### src/design/bcet_pkg.sv
// Package for the blocky colour edge tile unit.
// Holds field widths, register index codes, and the edge and saturating-sum functions.
// Used by every module in this folder.
package bcet_pkg;

    localparam int PIX_W      = 24;
    localparam int EDGE_W     = 24;
    localparam int TILE_W     = 25;
    localparam int ROW_W      = 10;
    localparam int OUT_COL_W  = 9;
    localparam int CFG_COLS_W = 10;
    localparam int CFG_ROWS_W = 11;
    localparam int CFG_IDX_W  = 1;

    localparam logic [CFG_IDX_W-1:0] CFG_CELL_COLS = 1'b0;
    localparam logic [CFG_IDX_W-1:0] CFG_CELL_ROWS = 1'b1;

    localparam logic [CFG_COLS_W-1:0] COLS_RESET = 10'd160;
    localparam logic [CFG_ROWS_W-1:0] ROWS_RESET = 11'd120;
    localparam logic [CFG_ROWS_W-1:0] ROW_LIMIT  = 11'd1024;

    localparam logic [10:0]       HI_LIMIT   = 11'd127;
    localparam logic [11:0]       LO_LIMIT   = 12'd255;
    localparam logic [TILE_W-1:0] CARRY_MASK = 25'h1010100;

    // Position flags handed from the scan counters to the pipeline.
    typedef struct packed {
        logic [ROW_W-1:0] row;
        logic             interior;
    } t_pos;

    // Write-back of one left-edge entry into the row store.
    typedef struct packed {
        logic              en;
        logic [EDGE_W-1:0] data;
    } t_wb;

    function automatic logic [15:0] chan_square(input logic [7:0] a, input logic [7:0] b);
        logic signed [8:0]  d;
        logic signed [17:0] p;
        d = $signed({1'b0, a}) - $signed({1'b0, b});
        p = d * d;
        return p[15:0];
    endfunction

    function automatic logic [6:0] term_hi(input logic [7:0] a, input logic [7:0] b);
        logic [15:0] sq;
        logic [10:0] t;
        sq = chan_square(a, b);
        t  = sq[15:5];
        return (t > HI_LIMIT) ? HI_LIMIT[6:0] : t[6:0];
    endfunction

    function automatic logic [7:0] term_lo(input logic [7:0] a, input logic [7:0] b);
        logic [15:0] sq;
        logic [11:0] t;
        sq = chan_square(a, b);
        t  = sq[15:4];
        return (t > LO_LIMIT) ? LO_LIMIT[7:0] : t[7:0];
    endfunction

    function automatic logic [EDGE_W-1:0] edge_of(input logic [PIX_W-1:0] p,
                                                  input logic [PIX_W-1:0] q);
        return {term_hi(p[23:16], q[23:16]), 1'b0,
                term_hi(p[15:8], q[15:8]), 1'b0,
                term_lo(p[7:0], q[7:0])};
    endfunction

    // Carries out of each field are spread back over that field to saturate it.
    function automatic logic [TILE_W-1:0] sat_sum(input logic [EDGE_W-1:0] a,
                                                  input logic [EDGE_W-1:0] b);
        logic [TILE_W-1:0] s;
        logic [TILE_W-1:0] c;
        s = {1'b0, a} + {1'b0, b};
        c = s & CARRY_MASK;
        return s | (c - (c >> 8));
    endfunction

endpackage

### src/design/bcet_scan.sv
// Configuration registers and raster position counters of the edge tile unit.
// Depends on bcet_pkg.
module bcet_scan import bcet_pkg::*; #(
    parameter int MAX_CELL_COLS = 512
) (
    input  logic                          i_clk,
    input  logic                          i_rst_n,
    input  logic                          i_cfg_valid,
    input  logic [CFG_IDX_W-1:0]          i_cfg_index,
    input  logic [CFG_ROWS_W-1:0]         i_cfg_data,
    input  logic                          i_step,
    output logic [$clog2(MAX_CELL_COLS)-1:0] o_col,
    output t_pos                          o_pos
);

    localparam int AW = $clog2(MAX_CELL_COLS);
    localparam int PW = (AW + 1 > CFG_COLS_W) ? AW + 1 : CFG_COLS_W;

    logic [CFG_COLS_W-1:0] r_cell_cols;
    logic [CFG_ROWS_W-1:0] r_cell_rows;
    logic [AW-1:0]         r_col, n_col;
    logic [ROW_W-1:0]      r_row, n_row;

    logic [PW-1:0]         cols_ext, eff_cols, col_next;
    logic [CFG_ROWS_W-1:0] eff_rows, row_next;

    always_comb begin
        cols_ext = PW'(r_cell_cols);
        if (r_cell_cols == '0) begin
            eff_cols = PW'(1);
        end else if (cols_ext > PW'(MAX_CELL_COLS)) begin
            eff_cols = PW'(MAX_CELL_COLS);
        end else begin
            eff_cols = cols_ext;
        end

        if (r_cell_rows == '0) begin
            eff_rows = CFG_ROWS_W'(1);
        end else if (r_cell_rows > ROW_LIMIT) begin
            eff_rows = ROW_LIMIT;
        end else begin
            eff_rows = r_cell_rows;
        end

        col_next = PW'(r_col) + PW'(1);
        row_next = CFG_ROWS_W'(r_row) + CFG_ROWS_W'(1);

        // A cell is interior when it has a neighbor on every side.
        o_pos.interior = (r_col != '0) && (col_next < eff_cols)
                      && (r_row != '0) && (row_next < eff_rows);
        o_pos.row = r_row;

        if (col_next >= eff_cols) begin
            n_col = '0;
            n_row = (row_next >= eff_rows) ? '0 : row_next[ROW_W-1:0];
        end else begin
            n_col = col_next[AW-1:0];
            n_row = r_row;
        end
    end

    assign o_col = r_col;

    always_ff @(posedge i_clk) begin
        if (!i_rst_n) begin
            r_cell_cols <= COLS_RESET;
            r_cell_rows <= ROWS_RESET;
            r_col       <= '0;
            r_row       <= '0;
        end else begin
            if (i_cfg_valid) begin
                unique case (i_cfg_index)
                    CFG_CELL_COLS: r_cell_cols <= i_cfg_data[CFG_COLS_W-1:0];
                    CFG_CELL_ROWS: r_cell_rows <= i_cfg_data;
                    default:       r_cell_rows <= r_cell_rows;
                endcase
            end
            if (i_step) begin
                r_col <= n_col;
                r_row <= n_row;
            end
        end
    end

endmodule

### config.mk
export PLATFORM = sky130hd
export DESIGN_NAME = bcet_scan
export DESIGN_NICKNAME = d
export VERILOG_FILES = /design/src/design/bcet_pkg.sv /design/src/design/bcet_scan.sv
export SDC_FILE = /design/constraint.sdc
export NUM_CORES = 1
export LEC_CHECK = 0
export BUFFER_PORTS_ARGS = -buffer_cell sky130_fd_sc_hd__buf_2
export CAP_MARGIN = 20
export CORE_ASPECT_RATIO = 1.5
export CORE_MARGIN = 2
export CORE_UTILIZATION = 45
export CTS_CLUSTER_SIZE = 8
export DETAILED_ROUTE_END_ITERATION = 16
export HOLD_SLACK_MARGIN = 0.05
export PLACE_DENSITY = 0.69
export SETUP_SLACK_MARGIN = 0.2
export SLEW_MARGIN = 10
export SYNTH_ARGS = -nofsm -noshare
export SYNTH_HDL_FRONTEND = slang
export SYNTH_SLANG_ARGS = --single-unit
### constraint.sdc
create_clock -name i_clk -period 2.7 [get_ports i_clk]
set_input_delay 0.135 -clock i_clk [delete_from_list [all_inputs] [get_ports i_clk]]
set_output_delay 0.135 -clock i_clk [all_outputs]
set_load 0.05 [all_outputs]
==> reports/results.tsv, run 1 <==
stage	metric	value	unit
hold_path	HP Class	in -> reg	
global_route	remaining global-route overflow	0	
timing	Worst Max-Slew Pin Slew	0.729	ns
power_and_ir_drop	Leak Pwr	1.46	nW
synthesis	flop and latch count out of synthesis	40	
power_and_ir_drop	VDD IR-drop max	0.221	mV
synthesis	syn_area_per_cell	7.96	um^2
timing	Max Fclk	359	MHz
timing	Max Slew Vio Count	0	
synthesis	asr flop ratio synth	0	
synthesis	Post-synth EDFFs	0	
synthesis	part of the Yosys area used for sequential elements	0.314	
finish	diode count	0	
outcome	status	complete, but fails checks	
flow_run	Max Cap Viol	0	
clocking	CTS tree	yes	
timing	RSZ-0062 raised after global routing	true	
place	GPL Wtd Cong	0.872	
worst_setup_path	CP max FO	6	
power_and_ir_drop	portion of total power attributed to sequential cells	0.465	
timing	Hold Fails Final Rpt	0	
timing	Setup Viol. Count Final	20	
floorplanning	Starting Density	0.465	
power_and_ir_drop	Sw Share	0.277	
synthesis	library cells used by synthesis	45	
floorplanning	Die H	96.3	um
power_and_ir_drop	combinational power share	0.157	
place	placed cells	423	
outcome	violated checks	setup timing	
clocking	# H-tree levels	2	
worst_setup_path	Critical Path Start Type	flop	
synthesis	count leader, synth	nand2_1	
finish	layout cells sized above 1	0.334	
finish	Non-Filler Instances	450	
timing	slew margin rel.	0.514	
worst_setup_path	kind of critical path	reg -> reg	
power_and_ir_drop	switching power	0.372	mW
floorplanning	IO Pins	36	
synthesis	Synthesis Warnings	0	
synthesis	Top FF cell, synth	dfxtp_1	
timing	period utilization	1.03	
timing	fin worst setup slack	-0.0887	ns
power_and_ir_drop	Int Power	0.972	mW
clocking	CTS Sinks	40	
routing	1st-pass router iterations	4	
routing	routed vias/inst	5.40	
clocking	clock root buffer	clkbuf_8	
routing	WL final	6430	um
synthesis	Syn Std Cell Area	0.00255	mm^2
synthesis	top post-synthesis cells by area	dfxtp_1, nand2_1, ha_1	
synthesis	Post-Syn Nets	362	
finish	filler cell count	471	
clocking	Bufs on Longest Clock Path	2	
global_route	vias in the first global route	2268	
routing	Routed WL per cell	14.3	um
synthesis	Synth area leader	dfxtp_1	
routing	drt drc	0	
place	post-DP HPWL	4500	um
finish	Layout Nets	420	
timing	Setup TNS	-1.12	ns
worst_setup_path	CP arrival	3.03	ns
clocking	clk_lat worst skew	0.30	ns
synthesis	share of the synthesized area in the top cell type	0.314	
routing	DR vias	2429	
finish	area grow syn2layout	32.4	%
global_route	global-route wire length before repair	10100	um
routing	Antenna Violating Nets Remaining	0	
global_route	largest net degree at the start of global routing	37	
timing	shortest period the worst path allows	2.79	ns
power_and_ir_drop	clock network power share	0.379	
synthesis	Commonest cells post-synth	nand2_1, dfxtp_1, ha_1, xor2_1, nor2_1	
floorplanning	Die W	65.5	um
worst_setup_path	CP required	2.94	ns
global_route	initial antenna violation count	0	
floorplanning	core region area	0.00549	mm^2
clocking	Num CTS Buffers	5	
power_and_ir_drop	PwrDens	397	mW/mm^2
place	number of port buffers	35	
floorplanning	FP Rows	33	
timing	clk_skew	0.00809	ns
global_route	gr usage total	0.208	
routing	initial drt markers	86	
synthesis	Cells after Synth	321	
worst_setup_path	Setup crit end kind	flop	
floorplanning	die area	0.00631	mm^2
clocking	clock-pin slew on the worst setup and hold paths	0.09	ns
==> layout by cell type, fill, tap and decap left out, types with 7 or more instances in the layout <==
cell      netlist  final
a21boi_0       15     15
a21oi_1        12      8
and3_4          1      7
buf_2           0     34
buf_4           1     23
dfxtp_1        40     27
dfxtp_2         0      7
ha_1           25     20
nand2_1        84     84
nand3_1        14     12
nand3b_1        9      9
nor2_1         16      8
nor4_1          7      7
xor2_1         17     16
==> path summary, 6_finish.rpt <==
check	startpoint	to	slack, ns	cells past startpoint
setup / recovery	o_col[2]$_SDFFE_PN0P_	o_col[8]$_SDFFE_PN0P_	-0.09	13
hold reg to reg	cols_ext[2]$_SDFFE_PN0P_	cols_ext[2]$_SDFFE_PN0P_	0.49	2
hold / removal	i_cfg_data[5]	cols_ext[5]$_SDFFE_PN1P_	0.08	3
setup reg to reg	o_col[2]$_SDFFE_PN0P_	o_col[8]$_SDFFE_PN0P_	-0.09	13
==> through the flow <==
stage,worst slack (ns),util,instance area [um^2],total power [mW],hold WS (ns)
5_1_grt,-0.207,0.616,3380,1.41,0.0911
3_5_place_dp,0.0207,0.534,2930,0.814,0.383
2_1_floorplan,0.101,-,2660,0.762,0.259
4_1_cts,-0.0669,0.588,3230,1.33,0.0732
3_3_place_gp,0.0728,0.534,2930,0.810,0.379
6_report,-0.0887,0.616,3380,1.34,0.0757
==> logic make-up (layout without fill, tap and decap cells) <==
family / after synthesis / after routing / synth area share
fa+ha+maj: 25 / 25 / 0.122
simple gates: 159 / 160 / 0.300
compound gates: 52 / 52 / 0.143
xor+xnor: 23 / 23 / 0.0789
flops: 40 / 40 / 0.314
mux: 1 / 1 / 0.00392
buf+inv: 21 / 79 / 0.0382
==> flip-flops by register name, indices dropped and copies added (netlist names) <==
name	cells
r_row	10
cols_ext	10
r_cell_rows	11
o_col	9
==> power groups by stage <==
stage	Sequential, mW	Combinational (mW)	Clock (mW)
after global placement	0.640	0.169	0
after detailed placement	0.641	0.173	0
final	0.625	0.211	0.509
after global routing	0.627	0.235	0.546
after floorplan	0.651	0.112	0
after CTS	0.625	0.193	0.514
==> area by class of cell <==
cell class / count / area, um^2 / share of cell area
timing repair buffer: 63 / 423 / 0.125
tap: 70 / 87.6 / 0.0259
sequential: 40 / 832 / 0.246
clock buffer: 5 / 68.8 / 0.0203
clock inverter: 3 / 47.5 / 0.0141
inverter: 8 / 30.0 / 0.00888
multi-input combinational: 261 / 1890 / 0.560
==> per-layer routing <==
metal / vias up / GRT usage / share of wire
met1: 1143 / 0.214 / 0.40
met3: 16 / 0.0304 / 0.021
met2: 49 / 0.405 / 0.55
li1: 1221 / - / -
met5: - / 0 / 0
met4: 0 / 0.0938 / 0.032
==> repair_timing <==
action | in CTS | in global routing
gates cloned | 0 | 1
buffers inserted | 12 | 6
hold buffers | 0 | 0
setup endpoints to repair | 20 | 20
gates resized for setup | 18 | 20
pin swaps | 17 | 19
==> worst max-delay path, cell delays in order, from the launching register on <==
cell and delay, ns:
dfxtp_4 0.36, and3_4 0.18, and3_4 0.17, and3_4 0.18
xor2_1 0.14, ha_1 0.32, a211o_1 0.28, a21oi_2 0.18
o31ai_4 0.12, buf_12 0.14, o21ai_4 0.26, buf_8 0.19
nand2_8 0.08, nor2_4 0.14
No activity file was read; power rests on OpenSTA's default activity.
==> run 2, diff against run 1 <==
Settings changed: CELL_PAD_IN_SITES_DETAIL_PLACEMENT from default to 0, CELL_PAD_IN_SITES_GLOBAL_PLACEMENT from default to 1, CORE_UTILIZATION 45 to 38, PLACE_DENSITY 0.69 to 0.76.
==> run 2 against run 1 <==
Net effect:
- the flow now finishes without violations
- first-iteration DRC count fell by 15%
- combinational power fell by 6%
- sequential share of layout area grew 0.52 points
- non-clock buffer count is 3 lower
- clock-buffer cell count rose by 2
- critical endpoint is now o_pos[0]
- register-to-register slack better by 0.10 ns
- largest power group unchanged
- critical path depth decreased by 2
- power fell by 2.5%
==> reports/results.tsv, run 2 (synthesized netlist as in run 1, its figures left out) <==
stage	metric	value	unit	change
outcome	status	complete, no violations		was complete, but fails checks
floorplanning	FP Rows	36		was 33
clocking	Bufs on Longest Clock Path	2		unchanged
worst_setup_path	flop2flop setup slack	0.01	ns	was -0.09 ns
clocking	CTS tree	yes		unchanged
flow_run	Max Cap Viol	0		unchanged
finish	Biggest register	r_cell_rows		unchanged
worst_setup_path	CP startpoint	r_row[0]$_SDFFE_PN0P_		was o_col[2]$_SDFFE_PN0P_
worst_setup_path	Critical Path Start Type	flop		unchanged
floorplanning	die area	0.00741	mm^2	was 0.00631 mm^2
timing	Hold Fails Final Rpt	0		unchanged
clocking	Num CTS Buffers	5		unchanged
routing	Routed WL per cell	14.4	um	was 14.3 um
timing	period utilization	0.996		was 1.03
power_and_ir_drop	VDD IR-drop max	0.233	mV	was 0.221 mV
routing	Antenna Violating Nets Remaining	0		unchanged
routing	drt drc	0		unchanged
finish	Layout Nets	417		was 420
hold_path	HP Class	in -> reg		unchanged
floorplanning	Die H	104	um	was 96.3 um
finish	commonest non-fill, non-tap cell in the layout	nand2_1		unchanged
finish	layout cells sized above 1	0.318		was 0.334
floorplanning	Die W	70.9	um	was 65.5 um
timing	RSZ-0062 raised after global routing	true		unchanged
timing	Setup Viol. Count Final	0		was 20
finish	diode count	0		unchanged
timing	Worst Max-Slew Pin Slew	0.749	ns	was 0.729 ns
timing	shortest period the worst path allows	2.69	ns	was 2.79 ns
finish	max reg flops	11		unchanged
place	post-DP HPWL	4850	um	was 4500 um
timing	Max Slew Vio Count	0		unchanged
clocking	# H-tree levels	2		unchanged
finish	Non-Filler Instances	453		was 450
clocking	clock root buffer	clkbuf_8		unchanged
routing	initial drt markers	73		was 86
finish	final cell utilization of the core	0.511		was 0.616
routing	1st-pass router iterations	4		unchanged
timing	Max Fclk	372	MHz	was 359 MHz
floorplanning	IO Pins	36		unchanged
timing	slew margin rel.	0.501		was 0.514
finish	area grow syn2layout	29.7	%	was 32.4%
worst_setup_path	kind of critical path	reg -> out		was reg -> reg
worst_setup_path	CP arrival	2.55	ns	was 3.03 ns
global_route	initial antenna violation count	0		unchanged
timing	clk_skew	0.00619	ns	was 0.00809 ns
routing	WL final	6540	um	was 6430 um
clocking	clk_lat worst skew	0.29	ns	was 0.30 ns
worst_setup_path	Setup crit end kind	output port		was flop
clocking	CTS Sinks	40		unchanged
routing	DR vias	2338		was 2429
global_route	vias in the first global route	2315		was 2268
floorplanning	Starting Density	0.394		was 0.465
place	GPL Wtd Cong	0.812		was 0.872
global_route	largest net degree at the start of global routing	37		unchanged
clocking	clock-pin slew on the worst setup and hold paths	0.08	ns	was 0.09 ns
global_route	remaining global-route overflow	0		unchanged
hold_path	hold path startpoint	i_cfg_data[3]		was i_cfg_data[5]
finish	most frequent cells in the layout	nand2_1, buf_2, dfxtp_1		unchanged
global_route	global-route wire length before repair	10900	um	was 10100 um
clocking	CTS Hold Bufs	0		unchanged
finish	filler cell count	654		was 471
floorplanning	core region area	0.00649	mm^2	was 0.00549 mm^2
place	number of port buffers	35		unchanged
place	placed cells	430		was 423
global_route	gr usage total	0.183		was 0.208
worst_setup_path	CP max FO	3		was 6
worst_setup_path	CP required	2.57	ns	was 2.94 ns
power_and_ir_drop	Leak Pwr	1.44	nW	was 1.46 nW
power_and_ir_drop	PwrDens	396	mW/mm^2	was 397 mW/mm^2
routing	routed vias/inst	5.16		was 5.40
worst_setup_path	r2r startpoint	o_col[0]$_SDFFE_PN0P_		was o_col[2]$_SDFFE_PN0P_
run 2: cell count changes in the layout (fill, tap and decap cells not counted), moves of 2 or more:
| cell | delta |
|---|---|
| ha_1 | +3 |
| nor2_2 | -2 |
| a21boi_1 | -2 |
| ha_2 | -2 |
| nor2_4 | +2 |
| a21boi_2 | +2 |
run 2: critical path, stage by stage, from the launching register on:
cell      delay, ns
dfxtp_4        0.37
ha_4           0.13
and3_4         0.19
nand3_1        0.12
xnor2_2        0.17
ha_1           0.31
a211oi_1       0.20
o21ai_1        0.09
or3b_1         0.18
nand4_1        0.12
nor3_4         0.22
buf_6          0.18
run 2: final cells by class:
cell class	instances	area [um^2]	area share
Sequential cell	40	832	0.251
Clock inverter	1	8.76	0.00264
Inverter	8	30.0	0.00907
Clock buffer	7	108	0.0325
Multi-Input combinational cell	261	1850	0.560
Tap cell	76	95.1	0.0287
Timing Repair Buffer	60	384	0.116
run 2: repair_timing:
| action | CTS | global route |
|---|---|---|
| setup endpoints to repair | 20 | 20 |
| pin swaps | 12 | 2 |
| resized for setup | 16 | 19 |
| hold endpoints to repair | 0 | 0 |
| cloned | 1 | 1 |
| setup buffers | 10 | 3 |
run 2: path summary, 6_finish.rpt:
kind / endpoint / cells after the start
min reg2reg: cols_ext[0]$_SDFFE_PN0P_ / 2
max: o_pos[0] / 11
min: r_cell_rows[3]$_SDFFE_PN1P_ / 3
max reg2reg: r_row[6]$_SDFFE_PN0P_ / 13
run 2: through the flow:
step	setup slack [ns]	power, mW	TNS (ns)	instance area (um^2)	hold slack (ns)
2_1_floorplan	0.101	0.762	0	2660	0.259
3_3_place_gp	0.0348	0.814	0	2950	0.378
3_5_place_dp	0.0435	0.815	0	2950	0.378
4_1_cts	-0.0391	1.32	-0.0391	3200	0.0721
5_1_grt	-0.157	1.39	-1.75	3310	0.0908
6_report	0.0112	1.31	0	3310	0.0814
run 2: metal layers:
layer  routed length [um]  up-vias  GRT usage
met5                    0        -          0
met4                  186        0     0.0728
met3                  161       10     0.0242
met2                 3410       35      0.325
met1                 2780     1075      0.217
li1                     -     1218          -
run 2: power by group:
| group | internal, mW | switching, mW | leakage (nW) |
|---|---|---|---|
| registers | 0.607 | 0.0195 | 0.334 |
| logic | 0.0798 | 0.120 | 1.05 |
| clock network | 0.265 | 0.220 | 0.0596 |
