$ cat config.mk
export PLATFORM = sky130hd
export DESIGN_NAME = bcet_edge_pipe
export DESIGN_NICKNAME = d
export VERILOG_FILES = /design/src/design/bcet_pkg.sv /design/src/design/bcet_edge_pipe.sv
export SDC_FILE = /design/constraint.sdc
export NUM_CORES = 1
export LEC_CHECK = 0
export ABC_CLOCK_PERIOD_IN_PS = 16900
export BUFFER_PORTS_ARGS = -buffer_cell sky130_fd_sc_hd__buf_2
export CORE_ASPECT_RATIO = 0.8
export CORE_MARGIN = 2
export CORE_UTILIZATION = 60
export DETAILED_ROUTE_END_ITERATION = 8
export PLACE_DENSITY = 0.8
export REMOVE_ABC_BUFFERS = 1
export SYNTH_ARGS = -nofsm -noshare
export SYNTH_HDL_FRONTEND = slang
export SYNTH_SLANG_ARGS = --single-unit
$ cat constraint.sdc
create_clock -name i_clk -period 16.9 [get_ports i_clk]
set_input_delay 3.38 -clock i_clk [delete_from_list [all_inputs] [get_ports i_clk]]
set_output_delay 3.38 -clock i_clk [all_outputs]
set_load 0.005 [all_outputs]
$ cat src/design/bcet_pkg.sv
// Package for the blocky colour edge tile unit.
// Holds field widths, register index codes, and the edge and saturating-sum functions.
// Used by every module in this folder.
package bcet_pkg;

    localparam int PIX_W      = 24;
    localparam int EDGE_W     = 24;
    localparam int TILE_W     = 25;
    localparam int ROW_W      = 10;
    localparam int OUT_COL_W  = 9;
    localparam int CFG_COLS_W = 10;
    localparam int CFG_ROWS_W = 11;
    localparam int CFG_IDX_W  = 1;

    localparam logic [CFG_IDX_W-1:0] CFG_CELL_COLS = 1'b0;
    localparam logic [CFG_IDX_W-1:0] CFG_CELL_ROWS = 1'b1;

    localparam logic [CFG_COLS_W-1:0] COLS_RESET = 10'd160;
    localparam logic [CFG_ROWS_W-1:0] ROWS_RESET = 11'd120;
    localparam logic [CFG_ROWS_W-1:0] ROW_LIMIT  = 11'd1024;

    localparam logic [10:0]       HI_LIMIT   = 11'd127;
    localparam logic [11:0]       LO_LIMIT   = 12'd255;
    localparam logic [TILE_W-1:0] CARRY_MASK = 25'h1010100;

    // Position flags handed from the scan counters to the pipeline.
    typedef struct packed {
        logic [ROW_W-1:0] row;
        logic             interior;
    } t_pos;

    // Write-back of one left-edge entry into the row store.
    typedef struct packed {
        logic              en;
        logic [EDGE_W-1:0] data;
    } t_wb;

    function automatic logic [15:0] chan_square(input logic [7:0] a, input logic [7:0] b);
        logic signed [8:0]  d;
        logic signed [17:0] p;
        d = $signed({1'b0, a}) - $signed({1'b0, b});
        p = d * d;
        return p[15:0];
    endfunction

    function automatic logic [6:0] term_hi(input logic [7:0] a, input logic [7:0] b);
        logic [15:0] sq;
        logic [10:0] t;
        sq = chan_square(a, b);
        t  = sq[15:5];
        return (t > HI_LIMIT) ? HI_LIMIT[6:0] : t[6:0];
    endfunction

    function automatic logic [7:0] term_lo(input logic [7:0] a, input logic [7:0] b);
        logic [15:0] sq;
        logic [11:0] t;
        sq = chan_square(a, b);
        t  = sq[15:4];
        return (t > LO_LIMIT) ? LO_LIMIT[7:0] : t[7:0];
    endfunction

    function automatic logic [EDGE_W-1:0] edge_of(input logic [PIX_W-1:0] p,
                                                  input logic [PIX_W-1:0] q);
        return {term_hi(p[23:16], q[23:16]), 1'b0,
                term_hi(p[15:8], q[15:8]), 1'b0,
                term_lo(p[7:0], q[7:0])};
    endfunction

    // Carries out of each field are spread back over that field to saturate it.
    function automatic logic [TILE_W-1:0] sat_sum(input logic [EDGE_W-1:0] a,
                                                  input logic [EDGE_W-1:0] b);
        logic [TILE_W-1:0] s;
        logic [TILE_W-1:0] c;
        s = {1'b0, a} + {1'b0, b};
        c = s & CARRY_MASK;
        return s | (c - (c >> 8));
    endfunction

endpackage

$ cat src/design/bcet_edge_pipe.sv
// Edge computation pipeline: compare stage, output register and saturating tile sums.
// Depends on bcet_pkg; reads the row store and writes left edges back into it.
module bcet_edge_pipe import bcet_pkg::*; #(
    parameter int MAX_CELL_COLS = 512
) (
    input  logic                              i_clk,
    input  logic                              i_rst_n,
    input  logic                              i_in_valid,
    output logic                              o_in_ready,
    input  logic [PIX_W-1:0]                  i_pixel,
    input  logic [$clog2(MAX_CELL_COLS)-1:0]  i_col,
    input  t_pos                              i_pos,
    input  logic [PIX_W-1:0]                  i_upper_pixel,
    input  logic [EDGE_W-1:0]                 i_upper_left,
    output t_wb                               o_wb,
    output logic [$clog2(MAX_CELL_COLS)-1:0]  o_wb_col,
    output logic                              o_out_valid,
    input  logic                              i_out_ready,
    output logic [OUT_COL_W-1:0]              o_cell_col,
    output logic [ROW_W-1:0]                  o_cell_row,
    output logic [EDGE_W-1:0]                 o_left_edge,
    output logic [EDGE_W-1:0]                 o_up_edge,
    output logic [TILE_W-1:0]                 o_tile_top_left,
    output logic [TILE_W-1:0]                 o_tile_top_second,
    output logic [TILE_W-1:0]                 o_tile_second_left,
    output logic [TILE_W-1:0]                 o_tile_second_second
);

    localparam int AW = $clog2(MAX_CELL_COLS);

    logic              accept, adv1;
    logic [PIX_W-1:0]  r_prev_pixel;
    logic [EDGE_W-1:0] r_prev_up;

    logic              r_s1_valid;
    logic [PIX_W-1:0]  r_s1_pixel, r_s1_prev;
    logic [AW-1:0]     r_s1_col;
    t_pos              r_s1_pos;

    logic              r_s2_valid;
    logic [AW-1:0]     r_s2_col;
    logic [ROW_W-1:0]  r_s2_row;
    logic [EDGE_W-1:0] r_s2_left, r_s2_up, r_s2_v0, r_s2_v1;

    logic [EDGE_W-1:0] left_edge, up_edge;
    logic [AW+OUT_COL_W-1:0] col_ext;

    assign adv1       = !r_s2_valid || i_out_ready;
    assign o_in_ready = !r_s1_valid || adv1;
    assign accept     = i_in_valid && o_in_ready;

    assign left_edge = edge_of(r_s1_pixel, r_s1_prev);
    assign up_edge   = edge_of(r_s1_pixel, i_upper_pixel);

    // Border cells clear their entry of the left-edge row.
    assign o_wb.en   = r_s1_valid && adv1;
    assign o_wb.data = r_s1_pos.interior ? left_edge : '0;
    assign o_wb_col  = r_s1_col;

    always_ff @(posedge i_clk) begin
        if (!i_rst_n) begin
            r_s1_valid   <= 1'b0;
            r_s2_valid   <= 1'b0;
            r_prev_pixel <= '0;
            r_prev_up    <= '0;
        end else begin
            if (accept) begin
                r_s1_valid   <= 1'b1;
                r_prev_pixel <= i_pixel;
            end else if (adv1) begin
                r_s1_valid <= 1'b0;
            end
            if (adv1) begin
                r_s2_valid <= r_s1_valid && r_s1_pos.interior;
            end
            if (o_wb.en) begin
                r_prev_up <= r_s1_pos.interior ? up_edge : '0;
            end
        end
    end

    always_ff @(posedge i_clk) begin
        if (accept) begin
            r_s1_pixel <= i_pixel;
            r_s1_prev  <= r_prev_pixel;
            r_s1_col   <= i_col;
            r_s1_pos   <= i_pos;
        end
        if (adv1) begin
            r_s2_col  <= r_s1_col;
            r_s2_row  <= r_s1_pos.row;
            r_s2_left <= left_edge;
            r_s2_up   <= up_edge;
            r_s2_v0   <= i_upper_left;
            r_s2_v1   <= r_prev_up;
        end
    end

    assign col_ext = {{OUT_COL_W{1'b0}}, r_s2_col};

    assign o_out_valid          = r_s2_valid;
    assign o_cell_col           = col_ext[OUT_COL_W-1:0];
    assign o_cell_row           = r_s2_row;
    assign o_left_edge          = r_s2_left;
    assign o_up_edge            = r_s2_up;
    assign o_tile_top_left      = sat_sum(r_s2_v0, r_s2_v1);
    assign o_tile_top_second    = sat_sum(r_s2_v0, r_s2_up);
    assign o_tile_second_left   = sat_sum(r_s2_left, r_s2_v1);
    assign o_tile_second_second = sat_sum(r_s2_left, r_s2_up);

endmodule

==> impl_results.rst, run 1 <==
.. list-table::
   :header-rows: 1

   * - Metric
     - Value
   * - Run status
     - completed
   * - Skew final
     - 13.0 ps
   * - Most used flip-flop cell after synthesis
     - sky130_fd_sc_hd__edfxtp_1
   * - Starting utilization of the core area
     - 60.5%
   * - Cell area reported after detailed placement
     - 29,600 um^2
   * - Post-synthesis xor/xnor area fraction
     - 6.33%
   * - Global-route total usage across every layer
     - 30.8%
   * - Vias in the first global route
     - 21,700
   * - Library cell contributing the largest single delay on the critical path
     - sky130_fd_sc_hd__nor4_2
   * - Finished layout cell area
     - 30,500 um^2
   * - Total Die Area
     - 47,500 um^2
   * - Total CTS buffers
     - 27
   * - Async set-reset flop share out of synthesis
     - 0%
   * - Number of gates resized after cts
     - 0
   * - Cell variety after synth
     - 81
   * - Floorplan Core Area
     - 45,500 um^2
   * - Number of placed I/O pins
     - 299
   * - Root buf cell
     - sky130_fd_sc_hd__clkbuf_16
   * - Post-synth EDFFs
     - 177
   * - Final max-slew violation count
     - 0
   * - Shortest clock period the worst path allows after layout
     - 11,840 ps
   * - Yosys Warn Count
     - 0
   * - Startpoint type of the worst setup path
     - register
   * - Largest net degree at the start of global routing
     - 93
   * - H-Tree Level Count
     - 1
   * - Max Fclk
     - 84.5 MHz
   * - # DRC
     - 0
   * - Transition at the pin with the smallest max-transition slack
     - 1240 ps
   * - Vias after detailed routing
     - 21,300
   * - Worst Path Arrival
     - 8460 ps
   * - Hold violation count in the final report
     - 0
   * - Met3 routed WL
     - 4860 um
   * - Total clock sinks
     - 225
   * - Initial antenna violation count
     - 2
   * - Period utilisation layout
     - 70.1%
   * - Wire length of the first global-routing pass
     - 116,000 um
   * - Grt total ovfl
     - 0
   * - Complex-gate fraction of the synthesized area
     - 11.2%
   * - Internal reg-to-reg setup slack
     - 8880 ps
   * - Number of DRC markers after the initial detailed-route iteration
     - 1,401
   * - Final-report setup violation count
     - 0
   * - Number of routed nets with antenna violations
     - 0
   * - Yosys reg bits
     - 225
   * - Worst-skew pair later-pin latency
     - 590 ps
   * - Routed wire length
     - 72,200 um
   * - Largest family of logic cells by synthesized area
     - adder cells
   * - CTS hold repair buffers
     - 0
   * - Critical path class
     - register to output port
   * - Top metal layer carrying routed signals
     - met4
   * - Via count normalized by instance count
     - 5.58
   * - Critical Path RT
     - 13,520 ps
   * - Area growth from synthesis to layout
     - 10.9%
   * - Cell count after synthesis
     - 2,894
   * - Area fraction in and, or, nand and nor cells after synthesis
     - 12.4%
   * - TritonCTS clock tree
     - yes
   * - Routed met2 length
     - 33,800 um
   * - Total setup buffers inserted after CTS
     - 0
   * - IO Port Bufs
     - 292
   * - Global placer's final weighted congestion
     - 0.969
   * - Min-delay worst type
     - register to register
   * - Max-Slew Margin vs Limit
     - 17.2%
   * - Half-perimeter wire length of the detailed placement result
     - 60,500 um
   * - Die outline width
     - 243 um
   * - Delay of the slowest cell on the worst path
     - 880 ps
   * - Clock buffer depth
     - 3
   * - Endpoint kind of the worst setup timing path
     - output port
   * - First drt pass iteration count
     - 5
   * - Routed wire length per instance
     - 18.9 um
   * - Share of synthesized area spent on multiplexers
     - 0.601%
   * - Cell Rows
     - 70
   * - Share of the yosys chip area belonging to registers
     - 22.8%
   * - Net total in the final layout
     - 3,942
   * - Average size of a mapped cell
     - 9.50 um^2
   * - Share of post-route cells with drive strength above 1
     - 12.7%
   * - Die span in y
     - 195 um
   * - Adder-cell share of the synthesized area
     - 38.4%
   * - DRT met1 WL
     - 31,400 um
   * - Layout fillers
     - 3,578
   * - Max-capacitance violation count
     - 0
   * - Most numerous cell on the critical path
     - sky130_fd_sc_hd__inv_1
   * - Mapped Area
     - 27,500 um^2
   * - RSZ-0062 raised after global routing
     - no
   * - Fin Setup TNS
     - 0 ps
   * - Clock slew at the register clock pins of the worst setup and hold paths
     - 70 ps
   * - Critical path peak fanout
     - 14
cells by family (layout without fill, tap and decap cells):
| kind of cell | Yosys count | count (layout) |
|---|---|---|
| AOI/OAI and AO/OA | 468 | 468 |
| xor gates and xnor gates | 197 | 197 |
| adders and majority gates | 660 | 660 |
| buffers and inverters | 588 | 896 |
| DFF | 225 | 225 |
| muxes | 16 | 16 |
| other | 1 | 7 |
| and+or+nand+nor | 739 | 739 |
layer usage:
metal,track usage (%),vias up
li1,-,10100
met1,42.6,10400
met2,51.1,740
met3,4.25,101
met4,8.18,0
met5,0,-
state kept, by name, indices dropped and copies added (netlist names):
register      cells
r_s1_pos         11
r_prev_pixel     24
r_s2_v0          24
o_wb_col          9
r_s1_prev        24
r_s1_pixel       24
o_up_edge        22
r_prev_up        22
o_cell_row       10
o_out_valid       1
o_cell_col        9
r_s1_valid        1
o_left_edge      22
r_s2_v1          22
layout by cell type, fill, tap and decap left out, types with 23 or more instances in the layout:
| cell | Yosys | layout |
|---|---|---|
| sky130_fd_sc_hd__xor2_1 | 54 | 54 |
| sky130_fd_sc_hd__ha_1 | 354 | 354 |
| sky130_fd_sc_hd__inv_1 | 536 | 536 |
| sky130_fd_sc_hd__nand3_1 | 26 | 26 |
| sky130_fd_sc_hd__a21o_1 | 52 | 52 |
| sky130_fd_sc_hd__nor3_1 | 38 | 38 |
| sky130_fd_sc_hd__nor2_1 | 197 | 197 |
| sky130_fd_sc_hd__buf_2 | 4 | 292 |
| sky130_fd_sc_hd__or2_2 | 23 | 23 |
| sky130_fd_sc_hd__nand2_1 | 280 | 280 |
| sky130_fd_sc_hd__dfxtp_1 | 48 | 48 |
| sky130_fd_sc_hd__a21boi_0 | 36 | 36 |
| sky130_fd_sc_hd__nor2b_1 | 25 | 25 |
| sky130_fd_sc_hd__clkbuf_16 | 0 | 27 |
| sky130_fd_sc_hd__nand2b_1 | 62 | 61 |
| sky130_fd_sc_hd__edfxtp_1 | 177 | 177 |
| sky130_fd_sc_hd__a21oi_1 | 128 | 128 |
| sky130_fd_sc_hd__xnor2_1 | 141 | 141 |
| sky130_fd_sc_hd__o21a_1 | 27 | 27 |
| sky130_fd_sc_hd__fa_1 | 306 | 306 |
| sky130_fd_sc_hd__o21ai_0 | 83 | 83 |
worst max-delay path: cells and delay by family (launching register included):
kind	cells	cell delay, ps
adders and majority gates	8	3270
AOI/OAI and AO/OA	8	1990
and+or+nand+nor	4	1290
buffers and inverters	8	770
DFF	1	360
xor gates and xnor gates	1	180
per-stage QoR:
step / cells / hold WS (ps) / util, % / setup slack (ps)
after detailed placement: 3769 / 405 / 65.2 / 5700
after global routing: 3820 / 420 / 67.0 / 4340
after floorplan: 2852 / 400 / - / 6630
after CTS: 3819 / 415 / 67.0 / 5060
after global placement: 3769 / 401 / 65.2 / 5980
final: 3820 / 417 / 67.0 / 5060
final timing paths:
kind | cells past startpoint | startpoint | end
worst min-delay path | 0 | r_s1_pos[5] | o_cell_row[4]
worst max-delay path | 29 | r_s1_pixel[8] | o_wb[15]
worst min register to register | 0 | r_s1_pos[5] | o_cell_row[4]
worst max register to register | 28 | r_s1_pixel[8] | o_left_edge[14]
cell type report:
cell class	count	area, um^2	area share (%)
sequential	225	6280	20.6
clock buffer	33	698	2.29
multi-input combinational	2086	19000	62.3
antenna	1	2.50	0.00821
timing repair buffer	305	1560	5.12
tap	612	766	2.51
clock inverter	17	143	0.468
inverter	541	2030	6.67
cell usage after synthesis, drive strengths merged, types with 22 or more instances:
master	number	share of area, %
a21boi	36	0.98
a21o	52	1.4
a21oi	132	2.5
a31oi	22	0.52
clkbuf	33	0.45
dfxtp	48	3.5
edfxtp	177	19
fa	306	22
ha	354	16
inv	538	7.3
nand2	283	3.9
nand2b	62	1.4
nand3	27	0.51
nor2	197	2.7
nor2b	25	0.57
nor3	38	0.69
o21a	27	0.74
o21ai	91	1.7
or2	23	0.52
xnor2	142	4.6
xor2	55	1.8
Power of run 1 is not shown: default switching activity piles up to over one toggle a cycle in this logic, so the estimate is an artifact.
==> run 2: changes to the inputs <==
ABC_CLOCK_PERIOD_IN_PS = 10600   (was 16900)
CORE_UTILIZATION = 56   (was 60)
PLACE_DENSITY = 0.79   (was 0.8)
clock period = 10.6 ns   (was 16.9 ns; I/O delays follow)
==> run 2 against run 1 <==
Register-to-register slack worse by 6000 ps. Critical path depth is 2 lower. Via count hardly changed. Worst hold slack better by 3.0 ps. Clock skew is 0.94 ps lower. Non-clock buffer count is 2 higher. Sequential share of layout area is 0.057 points lower. First-iteration DRC count is 1.6% higher. Cell count is 0.45% higher. Die area is 7.0% higher. Setup slack worse by 4500 ps. Utilization is 3.9 points lower. Critical path type unchanged.
==> impl_results.rst, run 2 (synthesized netlist as in run 1, its figures left out) <==
.. list-table::
   :header-rows: 1

   * - Metric
     - Value
   * - Vias in the first global route
     - 21,900 (+1.2%)
   * - Half-perimeter wire length of the detailed placement result
     - 60,600 um (+0.16%)
   * - Grt total ovfl
     - 0 (unchanged)
   * - Run status
     - completed
   * - Wire length of the first global-routing pass
     - 116,000 um (about the same)
   * - Number of DRC markers after the initial detailed-route iteration
     - 1,424 (+1.6%)
   * - Library cell contributing the largest single delay on the critical path
     - sky130_fd_sc_hd__fa_1
   * - Max-capacitance violation count
     - 0 (unchanged)
   * - Net total in the final layout
     - 3,943 (+0.025%)
   * - Critical path class
     - register to output port
   * - Period utilisation layout
     - 95.1%
   * - Number of placed I/O pins
     - 299 (unchanged)
   * - Most frequent cells in the layout
     - sky130_fd_sc_hd__inv_1, sky130_fd_sc_hd__ha_1, sky130_fd_sc_hd__fa_1, sky130_fd_sc_hd__buf_2, sky130_fd_sc_hd__nand2_1
   * - Via count normalized by instance count
     - 5.56 (-0.49%)
   * - Die span in y
     - 202 um (+3.4%)
   * - # DRC
     - 0 (unchanged)
   * - Total clock sinks
     - 225 (unchanged)
   * - IO Port Bufs
     - 292 (unchanged)
   * - Share of post-route cells with drive strength above 1
     - 13.0% (+0.28 points)
   * - Floorplan Core Area
     - 48,400 um^2 (+6.4%)
   * - Number of routed nets with antenna violations
     - 0 (unchanged)
   * - Fin Setup TNS
     - 0 ps (unchanged)
   * - Clock buffer depth
     - 3 (unchanged)
   * - Die outline width
     - 252 um (+3.5%)
   * - Max Fclk
     - 99.2 MHz
   * - Commonest non-fill, non-tap cell in the layout
     - sky130_fd_sc_hd__inv_1
   * - Routed wire length
     - 71,800 um (-0.49%)
   * - Count of buffer and inverter cells on the critical path
     - 6 (-2)
   * - Skew final
     - 12.0 ps (-0.940 ps)
   * - Transition at the pin with the smallest max-transition slack
     - 1150 ps (-93.7 ps)
   * - Worst Path Arrival
     - 7960 ps (-500 ps)
   * - Cell Rows
     - 72 (+2.9%)
   * - Category of cells accounting for the largest share of critical-path delay
     - adder cells
   * - Hold violation count in the final report
     - 0 (unchanged)
   * - Final max-slew violation count
     - 0 (unchanged)
   * - Shortest clock period the worst path allows after layout
     - 10,080 ps
   * - Critical Path RT
     - 8480 ps (-5040 ps)
   * - Worst-skew pair later-pin latency
     - 570 ps (-20 ps)
   * - H-Tree Level Count
     - 1 (unchanged)
   * - Initial antenna violation count
     - 5 (+3)
   * - Largest net degree at the start of global routing
     - 69 (-26%)
   * - TritonCTS clock tree
     - yes
   * - Starting utilization of the core area
     - 56.8% (-3.6 points)
   * - Total Die Area
     - 50,900 um^2 (+7.0%)
   * - Min-delay worst type
     - register to register
   * - First drt pass iteration count
     - 7 (+2)
   * - Total CTS buffers
     - 26 (-3.7%)
   * - Routed wire length per instance
     - 18.7 um (-0.93%)
   * - RSZ-0062 raised after global routing
     - no
   * - Endpoint kind of the worst setup timing path
     - output port
   * - Final-report setup violation count
     - 0 (unchanged)
   * - Delay of the slowest cell on the worst path
     - 540 ps (-340 ps)
   * - Global placer's final weighted congestion
     - 0.973 (+0.44%)
   * - Critical path peak fanout
     - 14 (unchanged)
   * - Max-Slew Margin vs Limit
     - 23.5% (+6.2 points)
   * - Most numerous cell on the critical path
     - sky130_fd_sc_hd__fa_1
   * - Clock slew at the register clock pins of the worst setup and hold paths
     - 70 ps (about the same)
   * - CTS hold repair buffers
     - 0 (unchanged)
   * - Vias after detailed routing
     - 21,300 (-0.042%)
   * - Global-route total usage across every layer
     - 28.8% (-2.0 points)
   * - Area growth from synthesis to layout
     - 11.2%
   * - Startpoint type of the worst setup path
     - register
   * - Worst-case hold slack
     - 420 ps (+3.00 ps)
   * - Root buf cell
     - sky130_fd_sc_hd__clkbuf_16
-- run 2: final cells by class --
type / count / area [um^2]
Antenna cell: 1 / 2.50
Clock buffer: 30 / 676
Tap cell: 629 / 787
Clock inverter: 18 / 184
Sequential cell: 225 / 6280
Multi-Input combinational cell: 2086 / 19000
Fill cell: 3988 / 17800
Inverter: 541 / 2030
Timing Repair Buffer: 307 / 1570
-- run 2: what timing repair did --
item	CTS	global route
endpoints found under the hold margin	0	0
setup endpoints to repair	0	22
gates resized for setup	0	4
buffers inserted	0	3
-- run 2: worst paths after layout --
check | start | endpoint | slack, ps | cells past startpoint
min reg2reg | r_s1_pos[10] | o_cell_row[9] | 420 | 0
min | r_s1_pos[10] | o_cell_row[9] | 420 | 0
max reg2reg | r_s1_pixel[17] | o_left_edge[19] | 2920 | 25
max | r_s1_pixel[9] | o_wb[10] | 520 | 27
-- run 2: worst reg2reg max path: cells and delay by family (launching register included) --
| kind | cells | cell delay [ps] |
|---|---|---|
| xor gates and xnor gates | 1 | 560 |
| buffers and inverters | 4 | 190 |
| DFF | 1 | 430 |
| adders and majority gates | 7 | 3240 |
| AOI/OAI and AO/OA | 8 | 1600 |
| and+or+nand+nor | 5 | 1370 |
-- run 2: routing by layer --
metal  vias to the layer above  GRT usage (%)  share of wire [%]
met5                         -              0              0.018
met4                         2           9.74                3.7
met3                       121           3.98                6.8
met2                       691           46.6                 46
met1                     10500           40.0                 44
li1                      10100              -                  -
-- run 2: through the flow --
step           std cells  area, um^2  worst slack (ps)  utilization [%]
2_1_floorplan       2852       27300              1590                -
3_3_place_gp        3785       29600              1130             61.3
3_5_place_dp        3785       29600               876             61.3
4_1_cts             3833       30500               254             63.1
5_1_grt             3837       30600              10.6             63.2
6_report            3837       30600               518             63.2
Power of run 2 is left out for the same reason.
==> run 3: changes to the inputs <==
ABC_CLOCK_PERIOD_IN_PS = 12500   (was 10600)
CORE_UTILIZATION = 60   (was 56)
PLACE_DENSITY = 0.8   (was 0.79)
clock period = 12.5 ns   (was 10.6 ns; I/O delays follow)
==> run 3 against run 2 <==
Clock skew up 3.1 ps. Worst hold slack worse by 8.2 ps. Die area fell by 6.6%. Setup slack better by 880 ps. Register-to-register slack gained 1400 ps. Via count is 0.41% higher. Utilization up 4.0 points.
==> impl_results.rst, run 3 (synthesized netlist as in run 1, its figures left out) <==
.. list-table::
   :header-rows: 1

   * - Metric
     - Value
   * - CTS hold repair buffers
     - 0 (unchanged)
   * - Shortest clock period the worst path allows after layout
     - 11,100 ps
   * - Total Die Area
     - 47,500 um^2 (-6.6%)
   * - TritonCTS clock tree
     - yes
   * - Number of placed I/O pins
     - 299 (unchanged)
   * - Final max-slew violation count
     - 0 (unchanged)
   * - Routed wire length per instance
     - 18.8 um (+0.56%)
   * - Worst-skew pair later-pin latency
     - 580 ps (about the same)
   * - Vias in the first global route
     - 21,900 (+0.032%)
   * - Worst Path Arrival
     - 8600 ps (+640 ps)
   * - Net total in the final layout
     - 3,939 (-0.10%)
   * - Worst-case hold slack
     - 412 ps (-8.18 ps)
   * - Routed wire length
     - 71,900 um (about the same)
   * - Skew final
     - 15.1 ps (+3.05 ps)
   * - Transition at the pin with the smallest max-transition slack
     - 1200 ps (+54.1 ps)
   * - Critical path class
     - register to output port
   * - Setup ws final
     - 1400 ps (+883 ps)
   * - Critical Path RT
     - 10,000 ps (+1520 ps)
   * - Delay of the slowest cell on the worst path
     - 940 ps (+400 ps)
   * - Grt total ovfl
     - 0 (unchanged)
   * - Floorplan Core Area
     - 45,500 um^2 (-6.0%)
   * - Half-perimeter wire length of the detailed placement result
     - 60,100 um (-0.73%)
   * - Commonest non-fill, non-tap cell in the layout
     - sky130_fd_sc_hd__inv_1
   * - Fin Setup TNS
     - 0 ps (unchanged)
   * - IO Port Bufs
     - 292 (unchanged)
   * - Number of DRC markers after the initial detailed-route iteration
     - 1,393 (-2.2%)
   * - Most numerous cell on the critical path
     - sky130_fd_sc_hd__inv_1
   * - Period utilisation layout
     - 88.8%
   * - # DRC
     - 0 (unchanged)
   * - Cell area reported after detailed placement
     - 29,600 um^2 (about the same)
   * - Final-report setup violation count
     - 0 (unchanged)
   * - Clock buffer depth
     - 3 (unchanged)
   * - Starting utilization of the core area
     - 60.5% (+3.6 points)
   * - Clock slew at the register clock pins of the worst setup and hold paths
     - 70 ps (about the same)
   * - Number of gates resized after cts
     - 0 (unchanged)
   * - Max Fclk
     - 90.1 MHz
   * - Minimum setup slack after placement
     - 2220 ps (+1340 ps)
   * - Hold violation count in the final report
     - 0 (unchanged)
   * - Number of routed nets with antenna violations
     - 0 (unchanged)
   * - Critical path peak fanout
     - 14 (unchanged)
   * - Global placer's final weighted congestion
     - 0.978 (+0.57%)
   * - H-Tree Level Count
     - 1 (unchanged)
   * - Max-capacitance violation count
     - 0 (unchanged)
   * - Global-route total usage across every layer
     - 30.3% (+1.5 points)
   * - Wire length of the first global-routing pass
     - 114,000 um (-1.4%)
   * - Share of post-route cells with drive strength above 1
     - 12.8% (-0.20 points)
   * - Library cell contributing the largest single delay on the critical path
     - sky130_fd_sc_hd__nor4_2
   * - Max-Slew Margin vs Limit
     - 19.9% (-3.6 points)
   * - Area growth from synthesis to layout
     - 11.1%
   * - Most frequent cells in the layout
     - sky130_fd_sc_hd__inv_1, sky130_fd_sc_hd__ha_1, sky130_fd_sc_hd__fa_1, sky130_fd_sc_hd__buf_2, sky130_fd_sc_hd__nand2_1
   * - Root buf cell
     - sky130_fd_sc_hd__clkbuf_16
   * - RSZ-0062 raised after global routing
     - no
   * - Vias after detailed routing
     - 21,400 (+0.41%)
   * - Min-delay worst type
     - register to register
   * - Startpoint type of the worst setup path
     - register
   * - Via count normalized by instance count
     - 5.61 (+0.94%)
   * - Largest net degree at the start of global routing
     - 93 (+35%)
   * - Total setup buffers inserted after CTS
     - 0 (unchanged)
   * - Die outline width
     - 243 um (-3.3%)
   * - Endpoint kind of the worst setup timing path
     - output port
   * - Run status
     - completed
   * - First drt pass iteration count
     - 6 (-1)
   * - Initial antenna violation count
     - 4 (-1)
   * - Finished layout cell area
     - 30,500 um^2 (-0.13%)
   * - Total CTS buffers
     - 26 (unchanged)
   * - Die span in y
     - 195 um (-3.3%)
   * - Total clock sinks
     - 225 (unchanged)
   * - Cell Rows
     - 70 (-2.8%)
==> run 3: cell types whose count changed in the layout (fill, tap and decap cells not counted), sizes merged <==
cell,before,now
clkbuf,30,27
clkinv,13,11
buf,307,303
diode,1,2
bufinv,2,3
clkinvlp,3,6
inv,541,542
==> run 3: routing by layer <==
layer | global-route usage, % | wire length, um | vias up
met5 | 0 | 13 | -
met4 | 12.4 | 3420 | 2
met3 | 5.06 | 5180 | 178
met2 | 49.1 | 32700 | 818
met1 | 40.6 | 30600 | 10400
li1 | - | - | 10000
==> run 3: worst max-delay path: cells and delay by family (launching register included) <==
family,cells,cell delay (ps)
fa+ha+maj,8,3270
xor+xnor,1,170
simple gates,4,1420
compound gates,8,1960
flops,1,360
buf+inv,8,830
==> run 3: cell type report <==
| cell class | count | area, um^2 |
|---|---|---|
| antenna | 2 | 5.00 |
| clock buffer | 27 | 664 |
| clock inverter | 21 | 235 |
| fill | 3538 | 14900 |
| inverter | 541 | 2030 |
| multi-input combinational | 2086 | 19000 |
| sequential | 225 | 6280 |
| tap | 612 | 766 |
| timing repair buffer | 303 | 1540 |
==> run 3: worst paths after layout <==
kind         slack, ps           from             end  depth (start not counted)
max               1400  r_s1_pixel[8]        o_wb[13]                         29
min                410    r_s1_pos[9]   o_cell_row[8]                          0
max reg2reg       4280  r_s1_pixel[1]  o_left_edge[2]                         25
min reg2reg        410    r_s1_pos[9]   o_cell_row[8]                          0
==> run 3: metrics by stage <==
stage                     cells  utilization, %
after floorplan            2852               -
after CTS                  3815            67.1
final                      3817            67.1
after detailed placement   3767            65.2
after global routing       3817            67.1
after global placement     3767            65.2
Power of run 3 is left out for the same reason.
